[src/rtl/cdoa_pkg.sv]
// Package for the calendar date offset adder.
// Holds widths, divider biases, command/status structs and calendar helpers.
// No dependencies.
package cdoa_pkg;

  localparam int DvdW  = 22;  // divider dividend and quotient width
  localparam int RemW  = 9;   // divider remainder width, holds up to 399
  localparam int YearW = 18;  // working year and day-of-month width

  // Reciprocal divider: quotient is (dividend * recip) >> RcpShift
  localparam int RcpW     = 28;
  localparam int RcpShift = 31;
  localparam int QuoW     = DvdW + RcpW - RcpShift;

  // Divisors
  localparam logic [RemW-1:0] DivMin  = 9'd60;
  localparam logic [RemW-1:0] DivHour = 9'd24;
  localparam logic [RemW-1:0] DivLeap = 9'd400;
  localparam logic [RemW-1:0] DivMon  = 9'd12;

  // ceil(2^31 / divisor), exact for every dividend below 2^22
  localparam logic [RcpW-1:0] RecMin  = 28'd35791395;
  localparam logic [RcpW-1:0] RecHour = 28'd89478486;
  localparam logic [RcpW-1:0] RecLeap = 28'd5368710;
  localparam logic [RcpW-1:0] RecMon  = 28'd178956971;

  // Biases that keep every dividend positive; minute, hour and month biases:
  // divisor times a power of two, taken off the quotient for the floor carry.
  localparam logic [DvdW-1:0] MinBias  = 22'd1966080;  // 60 * 32768
  localparam logic [DvdW-1:0] HourBias = 22'd196608;   // 24 * 8192
  localparam logic [DvdW-1:0] YearBias = 22'd53100;    // 1900 + 400 * 128
  localparam logic [DvdW-1:0] MonBias  = 22'd6144;     // 12 * 512

  localparam logic signed [YearW-1:0] MinQOfs  = 18'sd32768;
  localparam logic signed [YearW-1:0] HourQOfs = 18'sd8192;
  localparam logic signed [YearW-1:0] MonQOfs  = 18'sd512;

  localparam logic [3:0] LastMonth = 4'd11;
  localparam logic [3:0] MonthsPerYear = 4'd12;
  localparam logic [RemW-1:0] LastR400 = 9'd399;

  typedef enum logic [1:0] {
    OP_MIN,
    OP_HOUR,
    OP_LEAP,
    OP_MON
  } op_t;

  typedef enum logic [2:0] {
    ST_IDLE,
    ST_START,
    ST_RUN,
    ST_APPLY,
    ST_WALK,
    ST_DONE
  } state_t;

  typedef struct packed {
    logic load;
    logic div_start;
    logic apply;
    logic walk;
    logic emit;
    op_t  op;
  } cmd_t;

  typedef struct packed {
    logic div_idle;
    logic walk_done;
  } status_t;

  // r is (year + 1900) mod 400
  function automatic logic is_leap(logic [RemW-1:0] r);
    return (r[1:0] == 2'd0) && (r != 9'd100) && (r != 9'd200) && (r != 9'd300);
  endfunction

  function automatic logic [4:0] month_days(logic [3:0] mon, logic leap);
    logic [4:0] d;
    case (mon)
      4'd0:  d = 5'd31;
      4'd1:  d = leap ? 5'd29 : 5'd28;
      4'd2:  d = 5'd31;
      4'd3:  d = 5'd30;
      4'd4:  d = 5'd31;
      4'd5:  d = 5'd30;
      4'd6:  d = 5'd31;
      4'd7:  d = 5'd31;
      4'd8:  d = 5'd30;
      4'd9:  d = 5'd31;
      4'd10: d = 5'd30;
      4'd11: d = 5'd31;
      default: d = 5'd31;
    endcase
    return d;
  endfunction

endpackage

[src/rtl/cdoa_if.sv]
// Valid/ready channel interfaces for the date offset adder.
// Depends on nothing; payload fields carry the item widths directly.
interface cdoa_in_if;
  logic               valid;
  logic               ready;
  logic [5:0]         minute_in;
  logic [4:0]         hour_in;
  logic [4:0]         day_in;
  logic [3:0]         month_in;
  logic signed [15:0] year_in;
  logic signed [20:0] delta_minutes;
  logic signed [16:0] delta_hours;
  logic signed [16:0] delta_days;
  logic signed [12:0] delta_months;
  logic signed [12:0] delta_years;

  modport source (output valid, minute_in, hour_in, day_in, month_in, year_in,
                  delta_minutes, delta_hours, delta_days, delta_months, delta_years,
                  input ready);
  modport sink (input valid, minute_in, hour_in, day_in, month_in, year_in,
                delta_minutes, delta_hours, delta_days, delta_months, delta_years,
                output ready);
endinterface

interface cdoa_out_if;
  logic               valid;
  logic               ready;
  logic [5:0]         minute_out;
  logic [4:0]         hour_out;
  logic [4:0]         day_out;
  logic [3:0]         month_out;
  logic signed [15:0] year_out;
  logic               year_overflow;

  modport source (output valid, minute_out, hour_out, day_out, month_out, year_out,
                  year_overflow, input ready);
  modport sink (input valid, minute_out, hour_out, day_out, month_out, year_out,
                year_overflow, output ready);
endinterface

[src/rtl/calendar_date_offset_adder_top.sv]
// Top level of the calendar date offset adder.
// Depends on cdoa_pkg, cdoa_if, cdoa_div, cdoa_datapath and cdoa_ctrl.
//
//   channel   modport             carries
//   operand   cdoa_in_if.sink     start date and signed deltas
//   result    cdoa_out_if.source  new date and year overflow flag
//
// One item at a time. An item runs four carry divisions, for the minute,
// hour and leap-cycle carries, then the day walk, one month per cycle, until
// the day fits its month, and last the month carry division; each division
// is a registered reciprocal multiply and a remainder step.
// rst is synchronous and clears the controller and divider control state.
// A stalled result waits in the output register while the next item is
// taken; the finished item holds in the datapath until that register frees.
module calendar_date_offset_adder_top
  import cdoa_pkg::*;
(
  input logic        clk,
  input logic        rst,
  cdoa_in_if.sink    operand,
  cdoa_out_if.source result
);

  cmd_t    cmd;
  status_t status;

  cdoa_ctrl u_ctrl (
    .clk       (clk),
    .rst       (rst),
    .in_valid  (operand.valid),
    .in_ready  (operand.ready),
    .out_valid (result.valid),
    .out_ready (result.ready),
    .cmd       (cmd),
    .status    (status)
  );

  cdoa_datapath u_datapath (
    .clk           (clk),
    .rst           (rst),
    .cmd           (cmd),
    .status        (status),
    .minute_in     (operand.minute_in),
    .hour_in       (operand.hour_in),
    .day_in        (operand.day_in),
    .month_in      (operand.month_in),
    .year_in       (operand.year_in),
    .delta_minutes (operand.delta_minutes),
    .delta_hours   (operand.delta_hours),
    .delta_days    (operand.delta_days),
    .delta_months  (operand.delta_months),
    .delta_years   (operand.delta_years),
    .minute_out    (result.minute_out),
    .hour_out      (result.hour_out),
    .day_out       (result.day_out),
    .month_out     (result.month_out),
    .year_out      (result.year_out),
    .year_overflow (result.year_overflow)
  );

endmodule

[src/rtl/cdoa_div.sv]
// Constant divider by reciprocal multiplication: registered quotient multiply,
// then a back-multiply and subtract for the remainder. Depends on cdoa_pkg.
module cdoa_div
  import cdoa_pkg::*;
(
  input  logic            clk,
  input  logic            rst,
  input  logic            start,
  input  logic [DvdW-1:0] dividend,
  input  logic [RemW-1:0] divisor,
  input  logic [RcpW-1:0] recip,
  output logic [DvdW-1:0] quot,
  output logic [RemW-1:0] rem,
  output logic            idle
);

  logic [1:0]           steps;
  logic [DvdW-1:0]      dvd;
  logic [RemW-1:0]      dsr;
  logic [RcpW-1:0]      rcp;
  logic [DvdW+RcpW-1:0] prod;
  logic [QuoW-1:0]      q;
  logic [QuoW+RemW-1:0] back;

  assign prod = dvd * rcp;
  assign back = q * dsr;
  assign quot = {{(DvdW-QuoW){1'b0}}, q};
  assign idle = (steps == 2'd0);

  always_ff @(posedge clk) begin
    if (rst) begin
      steps <= 2'd0;
    end else if (start) begin
      steps <= 2'd2;
    end else if (steps != 2'd0) begin
      steps <= steps - 2'd1;
    end
  end

  always_ff @(posedge clk) begin
    if (start) begin
      dvd <= dividend;
      dsr <= divisor;
      rcp <= recip;
    end
    if (steps == 2'd2) begin
      q <= prod[DvdW+RcpW-1:RcpShift];
    end
    if (steps == 2'd1) begin
      rem <= RemW'(dvd - back[DvdW-1:0]);
    end
  end

endmodule

[src/rtl/cdoa_datapath.sv]
// Datapath: date registers, carry division, month walk and result register.
// Depends on cdoa_pkg and cdoa_div.
module cdoa_datapath
  import cdoa_pkg::*;
(
  input  logic               clk,
  input  logic               rst,
  input  cmd_t               cmd,
  output status_t            status,
  input  logic [5:0]         minute_in,
  input  logic [4:0]         hour_in,
  input  logic [4:0]         day_in,
  input  logic [3:0]         month_in,
  input  logic signed [15:0] year_in,
  input  logic signed [20:0] delta_minutes,
  input  logic signed [16:0] delta_hours,
  input  logic signed [16:0] delta_days,
  input  logic signed [12:0] delta_months,
  input  logic signed [12:0] delta_years,
  output logic [5:0]         minute_out,
  output logic [4:0]         hour_out,
  output logic [4:0]         day_out,
  output logic [3:0]         month_out,
  output logic signed [15:0] year_out,
  output logic               year_overflow
);

  logic [5:0]              minute;
  logic [4:0]              hour;
  logic signed [YearW-1:0] mday;
  logic [3:0]              mon;
  logic signed [YearW-1:0] year;
  logic [RemW-1:0]         r400;
  logic signed [20:0]      dmin;
  logic signed [YearW-1:0] dhour;
  logic signed [YearW-1:0] dday;
  logic signed [12:0]      dmon;
  logic signed [12:0]      dyear;

  logic [DvdW-1:0]         dividend;
  logic [RemW-1:0]         divisor;
  logic [RcpW-1:0]         recip;
  logic [DvdW-1:0]         quot;
  logic [RemW-1:0]         rem;
  logic                    div_idle;
  logic signed [YearW-1:0] qs;

  logic [4:0]              dim_cur;
  logic [4:0]              dim_prev;
  logic [3:0]              pm, nm;
  logic [RemW-1:0]         pr, nr;
  logic signed [YearW-1:0] py, ny;
  logic                    below, above;

  cdoa_div u_div (
    .clk      (clk),
    .rst      (rst),
    .start    (cmd.div_start),
    .dividend (dividend),
    .divisor  (divisor),
    .recip    (recip),
    .quot     (quot),
    .rem      (rem),
    .idle     (div_idle)
  );

  // quotients stay below 2^17, so the top bit of this slice is zero
  assign qs = $signed(quot[YearW-1:0]);

  always_comb begin
    case (cmd.op)
      OP_MIN: begin
        dividend = {16'b0, minute} + {{1{dmin[20]}}, dmin} + MinBias;
        divisor  = DivMin;
        recip    = RecMin;
      end
      OP_HOUR: begin
        dividend = {17'b0, hour} + {{4{dhour[YearW-1]}}, dhour} + HourBias;
        divisor  = DivHour;
        recip    = RecHour;
      end
      OP_LEAP: begin
        dividend = {{4{year[YearW-1]}}, year} + YearBias;
        divisor  = DivLeap;
        recip    = RecLeap;
      end
      OP_MON: begin
        dividend = {18'b0, mon} + {{9{dmon[12]}}, dmon} + MonBias;
        divisor  = DivMon;
        recip    = RecMon;
      end
      default: begin
        dividend = '0;
        divisor  = DivMin;
        recip    = RecMin;
      end
    endcase
  end

  always_comb begin
    dim_cur = month_days(mon, is_leap(r400));
    if (mon == 4'd0) begin
      pm = LastMonth;
      py = year - 18'sd1;
      pr = (r400 == '0) ? LastR400 : r400 - 1'b1;
    end else begin
      pm = mon - 4'd1;
      py = year;
      pr = r400;
    end
    if (mon == LastMonth) begin
      nm = 4'd0;
      ny = year + 18'sd1;
      nr = (r400 == LastR400) ? '0 : r400 + 1'b1;
    end else begin
      nm = mon + 4'd1;
      ny = year;
      nr = r400;
    end
    dim_prev = month_days(pm, is_leap(pr));
    below    = mday[YearW-1] || (mday == '0);
    above    = !below && (mday > $signed({13'b0, dim_cur}));
  end

  assign status.div_idle  = div_idle;
  assign status.walk_done = !below && !above;

  always_ff @(posedge clk) begin
    if (cmd.load) begin
      minute <= minute_in;
      hour   <= hour_in;
      mday   <= {13'b0, day_in};
      dmin   <= delta_minutes;
      dhour  <= {{1{delta_hours[16]}}, delta_hours};
      dday   <= {{1{delta_days[16]}}, delta_days};
      dmon   <= delta_months;
      dyear  <= delta_years;
      // fold an out-of-range month into the year first
      if (month_in > LastMonth) begin
        mon  <= month_in - MonthsPerYear;
        year <= {{2{year_in[15]}}, year_in} + 18'sd1;
      end else begin
        mon  <= month_in;
        year <= {{2{year_in[15]}}, year_in};
      end
    end else if (cmd.apply) begin
      case (cmd.op)
        OP_MIN: begin
          minute <= rem[5:0];
          dhour  <= dhour + qs - MinQOfs;
        end
        OP_HOUR: begin
          hour <= rem[4:0];
          mday <= mday + dday + qs - HourQOfs;
        end
        OP_LEAP: begin
          r400 <= rem;
        end
        OP_MON: begin
          mon  <= rem[3:0];
          year <= year + {{5{dyear[12]}}, dyear} + qs - MonQOfs;
        end
        default: begin
        end
      endcase
    end else if (cmd.walk) begin
      if (below) begin
        mon  <= pm;
        year <= py;
        r400 <= pr;
        mday <= mday + $signed({13'b0, dim_prev});
      end else if (above) begin
        mon  <= nm;
        year <= ny;
        r400 <= nr;
        mday <= mday - $signed({13'b0, dim_cur});
      end
    end
  end

  // result register, frees the working registers for the next item
  always_ff @(posedge clk) begin
    if (cmd.emit) begin
      minute_out    <= minute;
      hour_out      <= hour;
      day_out       <= mday[4:0];
      month_out     <= mon;
      year_out      <= year[15:0];
      year_overflow <= (year[YearW-1:15] != '0) && (year[YearW-1:15] != '1);
    end
  end

endmodule

[src/rtl/cdoa_ctrl.sv]
// Controller: sequences load, four carry divisions, month walk and hand-off.
// Depends on cdoa_pkg.
module cdoa_ctrl
  import cdoa_pkg::*;
(
  input  logic    clk,
  input  logic    rst,
  input  logic    in_valid,
  output logic    in_ready,
  output logic    out_valid,
  input  logic    out_ready,
  output cmd_t    cmd,
  input  status_t status
);

  state_t state, state_next;
  op_t    op, op_next;
  logic   out_valid_next;

  always_ff @(posedge clk) begin
    if (rst) begin
      state     <= ST_IDLE;
      op        <= OP_MIN;
      out_valid <= 1'b0;
    end else begin
      state     <= state_next;
      op        <= op_next;
      out_valid <= out_valid_next;
    end
  end

  always_comb begin
    state_next    = state;
    op_next       = op;
    in_ready      = 1'b0;
    cmd           = '0;
    cmd.op        = op;
    case (state)
      ST_IDLE: begin
        in_ready = 1'b1;
        if (in_valid) begin
          cmd.load   = 1'b1;
          op_next    = OP_MIN;
          state_next = ST_START;
        end
      end
      ST_START: begin
        cmd.div_start = 1'b1;
        state_next    = ST_RUN;
      end
      ST_RUN: begin
        if (status.div_idle) begin
          state_next = ST_APPLY;
        end
      end
      ST_APPLY: begin
        cmd.apply = 1'b1;
        case (op)
          OP_MIN: begin
            op_next    = OP_HOUR;
            state_next = ST_START;
          end
          OP_HOUR: begin
            op_next    = OP_LEAP;
            state_next = ST_START;
          end
          OP_LEAP: begin
            state_next = ST_WALK;
          end
          OP_MON: begin
            state_next = ST_DONE;
          end
          default: begin
            state_next = ST_IDLE;
          end
        endcase
      end
      ST_WALK: begin
        // step one month per cycle until the day fits
        cmd.walk = 1'b1;
        if (status.walk_done) begin
          op_next    = OP_MON;
          state_next = ST_START;
        end
      end
      ST_DONE: begin
        // hold until the result register is free
        if (!out_valid || out_ready) begin
          cmd.emit   = 1'b1;
          state_next = ST_IDLE;
        end
      end
      default: begin
        state_next = ST_IDLE;
      end
    endcase
  end

  always_comb begin
    if (cmd.emit) begin
      out_valid_next = 1'b1;
    end else if (out_ready) begin
      out_valid_next = 1'b0;
    end else begin
      out_valid_next = out_valid;
    end
  end

endmodule
[src/flat_wrapper.sv]
// flat-port wrapper written by rule: the top's interface ports become plain ports
module calendar_date_offset_adder_top_flat import cdoa_pkg::*;
  (clk, rst, operand_valid, operand_minute_in, operand_hour_in, operand_day_in, operand_month_in, operand_year_in, operand_delta_minutes, operand_delta_hours, operand_delta_days, operand_delta_months, operand_delta_years, operand_ready, result_valid, result_minute_out, result_hour_out, result_day_out, result_month_out, result_year_out, result_year_overflow, result_ready);
  cdoa_in_if operand_i ();
  cdoa_out_if result_i ();
  input logic clk;
  input logic rst;
  input wire logic [$bits(operand_i.valid)-1:0] operand_valid;
  input wire logic [$bits(operand_i.minute_in)-1:0] operand_minute_in;
  input wire logic [$bits(operand_i.hour_in)-1:0] operand_hour_in;
  input wire logic [$bits(operand_i.day_in)-1:0] operand_day_in;
  input wire logic [$bits(operand_i.month_in)-1:0] operand_month_in;
  input wire logic [$bits(operand_i.year_in)-1:0] operand_year_in;
  input wire logic [$bits(operand_i.delta_minutes)-1:0] operand_delta_minutes;
  input wire logic [$bits(operand_i.delta_hours)-1:0] operand_delta_hours;
  input wire logic [$bits(operand_i.delta_days)-1:0] operand_delta_days;
  input wire logic [$bits(operand_i.delta_months)-1:0] operand_delta_months;
  input wire logic [$bits(operand_i.delta_years)-1:0] operand_delta_years;
  output wire logic [$bits(operand_i.ready)-1:0] operand_ready;
  output wire logic [$bits(result_i.valid)-1:0] result_valid;
  output wire logic [$bits(result_i.minute_out)-1:0] result_minute_out;
  output wire logic [$bits(result_i.hour_out)-1:0] result_hour_out;
  output wire logic [$bits(result_i.day_out)-1:0] result_day_out;
  output wire logic [$bits(result_i.month_out)-1:0] result_month_out;
  output wire logic [$bits(result_i.year_out)-1:0] result_year_out;
  output wire logic [$bits(result_i.year_overflow)-1:0] result_year_overflow;
  input wire logic [$bits(result_i.ready)-1:0] result_ready;
  assign operand_i.valid = operand_valid;
  assign operand_i.minute_in = operand_minute_in;
  assign operand_i.hour_in = operand_hour_in;
  assign operand_i.day_in = operand_day_in;
  assign operand_i.month_in = operand_month_in;
  assign operand_i.year_in = operand_year_in;
  assign operand_i.delta_minutes = operand_delta_minutes;
  assign operand_i.delta_hours = operand_delta_hours;
  assign operand_i.delta_days = operand_delta_days;
  assign operand_i.delta_months = operand_delta_months;
  assign operand_i.delta_years = operand_delta_years;
  assign operand_ready = operand_i.ready;
  assign result_valid = result_i.valid;
  assign result_minute_out = result_i.minute_out;
  assign result_hour_out = result_i.hour_out;
  assign result_day_out = result_i.day_out;
  assign result_month_out = result_i.month_out;
  assign result_year_out = result_i.year_out;
  assign result_year_overflow = result_i.year_overflow;
  assign result_i.ready = result_ready;
  calendar_date_offset_adder_top u_core (.clk(clk), .rst(rst), .operand(operand_i), .result(result_i));
endmodule
[config.mk]
export PLATFORM = sky130hd
export DESIGN_NAME = calendar_date_offset_adder_top_flat
export DESIGN_NICKNAME = d
export VERILOG_FILES = /design/src/rtl/cdoa_pkg.sv /design/src/rtl/cdoa_if.sv /design/src/rtl/calendar_date_offset_adder_top.sv /design/src/rtl/cdoa_div.sv /design/src/rtl/cdoa_datapath.sv /design/src/rtl/cdoa_ctrl.sv /design/src/flat_wrapper.sv
export SDC_FILE = /design/constraint.sdc
export NUM_CORES = 2
export LEC_CHECK = 0
export BUFFER_PORTS_ARGS = -buffer_cell sky130_fd_sc_hd__buf_2
export CAP_MARGIN = 20
export CORE_MARGIN = 2
export CORE_UTILIZATION = 40
export CTS_CLUSTER_DIAMETER = 30
export CTS_CLUSTER_SIZE = 20
export DETAILED_ROUTE_END_ITERATION = 8
export SLEW_MARGIN = 20
export SYNTH_ARGS = -nofsm -noshare
export SYNTH_HDL_FRONTEND = slang
export SYNTH_HIERARCHICAL = 1
export SYNTH_SLANG_ARGS = --single-unit
[constraint.sdc]
create_clock -name clk -period 8.3 [get_ports clk]
set_input_delay 0.83 -clock clk [delete_from_list [all_inputs] [get_ports clk]]
set_output_delay 0.83 -clock clk [all_outputs]
set_load 0.1 [all_outputs]
* After elaboration in Yosys (flattened, before gate mapping)
Index checks and enable logic that the tools add are counted.
** Word-level totals
- Register bits :: 274
- Latch bits :: 0
- Memory bits (writable) :: 0
- Bits in read-only memories :: 0
- Input port bits :: 121
- Output and inout bits :: 39
- Logic and storage cells :: 219
- Memories :: 0
** Cells by class
- Add/subtract/negate cells :: 27
- Multiply operators :: 2
- Divide/modulo/power cells :: 0
- Order comparisons :: 2
- Eq/ne operators :: 39
- Shift-type cells :: 0
- Mux-type cells :: 71
- Bitwise gates (word level) :: 1
- Reduce and logical (&&, ||, !) cells :: 49
** Operators by type and width (count)
- $mux 18 :: 17
- $pmux 28 s4 :: 1
- $pmux 22 s4 :: 1
- $mux 9 :: 9
- $add 18x18->18 :: 4
- $mul 22x28->50 :: 1
- $mux 4 :: 9
- $pmux 9 s4 :: 1
- $add 22x21->22 const B :: 1
- $add 7x21->22 :: 1
- $add 19x19->20 const B :: 1
- $eq 4x4->1 const B :: 5
- $mux 5 :: 4
- $add 18x17->19 const B :: 1
- $add 6x18->19 :: 1
- $mul 19x9->9 :: 1
- $add 18x17->18 :: 1
- $add 18x2->18 const B :: 1
- $add 18x6->18 :: 1
- $gt 18x6->1 :: 1
- $logic_not 18->1 :: 1
- $mux 6 :: 3
- $ne 9x7->1 const B :: 2
- $ne 9x8->1 const B :: 2
- other kinds (56) :: 121

* Depth between registers and ports, before layout
- Word-level depth :: 14
- Mapped depth :: 26
- Gate-level depth less buffers :: 24

* Cells and area by module
Netlist, hierarchy kept.
** Modules (own cells, without submodules)
- cdoa_div :: instances 1, cells each 2354, area an instance 23009.6 µm², sequential area each 2652.5 µm²
- cdoa_datapath :: instances 1, cells each 1535, area an instance 14782.9 µm², sequential area each 5245.0 µm²
- cdoa_ctrl :: instances 1, cells each 38, area an instance 355.3 µm², sequential area each 120.1 µm²

* Least setup slack after synthesis
Ideal clock, no wire load.
- Path type :: register -> register
- Start :: register u_core.u_datapath.u_div.dvd[7]
- End :: register u_core.u_datapath.u_div.q[14], data pin
- Setup time :: 0.259 ns
- Arrival :: 6.437 ns
- Data required time :: 8.041 ns
- Path slack :: 1.604 ns
- Cell stages (with the launch flop) :: 25
- Path buffers :: 2
- Period minus slack after synthesis :: 6.696 ns
- Cell sequence :: edfxtp_1 clkbuf_1 clkbuf_1 nand2_1 fa_1 inv_1 fa_1 inv_1 fa_1 inv_1 fa_1 fa_1 fa_1 inv_1 fa_1 inv_1 ha_1 a21o_1 a21oi_1 o221a_2 o211ai_1 o211a_1 o2111a_1 or2_4 xor2_1
** Between the ends
- Cells in the longest elaborated chain, start to end :: 1
** Ends and longest elaborated chain
- from (decl) :: RTL line cdoa_div.sv:18 : logic [DvdW-1:0] dvd;
- from (signal assigned) :: RTL line cdoa_div.sv:42 : dvd <= dividend;
- $mul 22x28->50 :: RTL line cdoa_div.sv:25 : assign prod = dvd * rcp;
- named net u_core.u_datapath.u_div.prod[45] :: RTL line cdoa_div.sv:21 : logic [DvdW+RcpW-1:0] prod;
- to (signal assigned) :: RTL line cdoa_div.sv:47 : q <= prod[DvdW+RcpW-1:RcpShift];
- to (decl) :: RTL line cdoa_div.sv:22 : logic [QuoW-1:0] q;
The timed path passes the listed nets, and every way through them passes these cells.
A chain may end at the register's enable or synchronous reset.

* Final worst setup path
- Start :: register u_core.u_datapath.u_div.dvd[8]
- End :: register u_core.u_datapath.u_div.q[9], data pin
The elaborated chain is that of the path after synthesis.

==> qor.csv <==
metric;value;unit
Max Cap Viol;0;
GP Congestion;0.9090;
largest net degree at the start of global routing;67;
top sig layer;met4;
die height;312.2;um
core box area;0.09459;mm2
CTS tree;done;
fin crit share;0.9055;
fillers;8957;
postcts setup bufs;0;
met3 WL post-DR;5.776;mm
slowest stage delay, CP;1080;ps
total track usage;0.2173;
hold crit path type;in -> reg;
layout cells sized above 1;0.09407;
Rel. slew slack;0.2436;
Residual DRC;0;
H-tree depth;3;
CTS root buf;clkbuf_16;
Post-Synthesis Cells;3911;
status;completed;
via count;28230;
Syn Area/Cell;9.718;um2
Vias per Instance;5.278;
CTS Sinks;273;
Least-Margin Pin Slew;1135;ps
die footprint;0.09750;mm2
sum of routed wire segments on met1;45.59;mm
unrepaired setup endpoints after global routing;false;
worst clock skew;21.76;ps
Starting Density;0.4018;
io pins;160;
Layout area overhead;12.57;%
TritonRoute pass-1 iters;6;
CP bufs+invs;2;
Pins Over Slew Limit;0;
Req. time, crit path;8640;ps
reg2reg end;u_core/u_datapath/u_div/q[9]$_DFFE_PN_;
antenna viol nets, final;0;
Worst Hold Depth;1;
Row Count;113;
crit path launch type;register;
number of global-route vias before repair;29610;
setup violators final;0;
Congestion Overflow GR;0;
Post-Place Cells;5210;
Max Freq;133.1;MHz
Worst Path Arrival;7850;ps
Hold EP;u_core/u_datapath/dmin[2]$_DFFE_PP_;
Final Hold Fails;0;
first-pass GRT wire length;166.0;mm
routed wl met2;50.24;mm
Reg2Reg Setup Slack;780;ps
Iteration-0 DRC Markers;1951;
clk_lat worst skew;600;ps
Ys Warns;6;
Die X;312.2;um
area of the multi-input gates;0.02704;mm2
Clk pin slew, worst setup/hold paths;50;ps
IO Port Bufs;159;
Crit-path slowest cell;edfxtp_1;
crit path kind;reg -> reg;
hold buffer count at CTS;0;
Worst R2R Path Depth;19;
setup TNS;0;ps
Crit path max-delay family;adder cells;
CP endpoint kind;register;
DR WL/cell;19.41;um
hold path start;operand_delta_minutes[2];
Post-CTS Resized;0;
Cell Area, Synth;0.03801;mm2
Crit path top cell by count;fa_1;
Nets;5059;
clk buf depth;3;
overall routed net length;103.8;mm
hpwl dp;81.86;mm
final cell count without fillers;5349;
Reg2Reg Launch Point;u_core/u_datapath/u_div/dvd[8]$_DFFE_PP_;
CP cell instances;buf_4, nand2_1, fa_1, fa_1, fa_1, inv_1, fa_1, fa_1, fa_1, fa_1, ha_1, a21oi_1, nand2_1, a211oi_1, nand4_1, a311oi_2, o31ai_1, a21boi_0, xnor2_1;
register area;0.007988;mm2
Num CTS Buffers;73;
post-route minimum period;7515;ps
Crit Path Max Fanout;22;
initial antenna violation count;1;
[layer usage]
| layer | GRT usage | vias up |
|---|---|---|
| li1 | - | 12940 |
| met1 | 0.2993 | 14350 |
| met2 | 0.3638 | 818 |
| met3 | 0.02787 | 121 |
| met4 | 0.05332 | 0 |
| met5 | 0 | - |
[worst max-delay path by stage]
stage	startpoint	endpoint	cells past startpoint
after floorplan	u_core/u_datapath/u_div/dvd[7]$_DFFE_PP_	u_core/u_datapath/u_div/q[14]$_DFFE_PN_	24
after global placement	u_core/u_datapath/u_div/dvd[8]$_DFFE_PP_	u_core/u_datapath/u_div/q[14]$_DFFE_PN_	22
after detailed placement	u_core/u_datapath/u_div/dvd[8]$_DFFE_PP_	u_core/u_datapath/u_div/q[14]$_DFFE_PN_	22
after CTS	u_core/u_datapath/u_div/dvd[8]$_DFFE_PP_	u_core/u_datapath/u_div/q[9]$_DFFE_PN_	19
after global routing	u_core/u_datapath/u_div/dvd[8]$_DFFE_PP_	u_core/u_datapath/u_div/q[9]$_DFFE_PN_	19
final	u_core/u_datapath/u_div/dvd[8]$_DFFE_PP_	u_core/u_datapath/u_div/q[9]$_DFFE_PN_	19
[sequential cells by signal, indices dropped and copies added (netlist names), 6 cells and up]
name / count
u_core/u_datapath/mday: 18
u_core/u_datapath/r400: 9
u_core/u_datapath/u_div/rem: 9
u_core/u_datapath/u_div/dvd: 22
u_core/u_datapath/dmin: 21
u_core/u_datapath/year: 18
u_core/u_datapath/minute_out: 6
u_core/u_datapath/u_div/q: 18
u_core/u_datapath/minute: 6
u_core/u_datapath/dmon: 13
u_core/u_datapath/dday: 17
u_core/u_datapath/u_div/rcp: 28
u_core/u_datapath/u_div/dsr: 9
u_core/u_datapath/dyear: 13
u_core/u_datapath/dhour: 18
u_core/u_datapath/year_out: 16
[cell usage in the layout, fill, tap and decap left out, types with 52 or more instances in the layout]
| master | n |
|---|---|
| nor2_1 | 107 |
| clkbuf_16 | 73 |
| a21oi_1 | 151 |
| and2_1 | 300 |
| nand3_1 | 63 |
| xnor2_1 | 122 |
| ha_1 | 333 |
| o21ai_0 | 104 |
| xor2_1 | 67 |
| inv_1 | 615 |
| fa_1 | 581 |
| buf_4 | 52 |
| buf_2 | 160 |
| edfxtp_1 | 252 |
| nand2_1 | 525 |
[area by class of cell]
class	instances	share of cell area
Multi-Input combinational cell	2844	0.6321
Inverter	616	0.05405
Clock inverter	52	0.01629
Antenna cell	2	0.0001170
Tap cell	1265	0.03700
Sequential cell	273	0.1867
Clock buffer	81	0.04434
Timing Repair Buffer	216	0.02936
[per-stage QoR]
step	util	setup WS, ps	hold WS (ps)	cell area (um2)
final	0.4523	784.6	401.9	42780
after global routing	0.4523	505.2	380.5	42780
after floorplan	-	1604	433.4	38010
after detailed placement	0.4243	889.0	473.6	40130
after CTS	0.4517	833.0	373.8	42720
after global placement	0.4243	938.1	465.8	40130
Power is left out: the tool's default activity adds up to more than one toggle a clock period on the data nets, which glitch-free logic cannot reach.
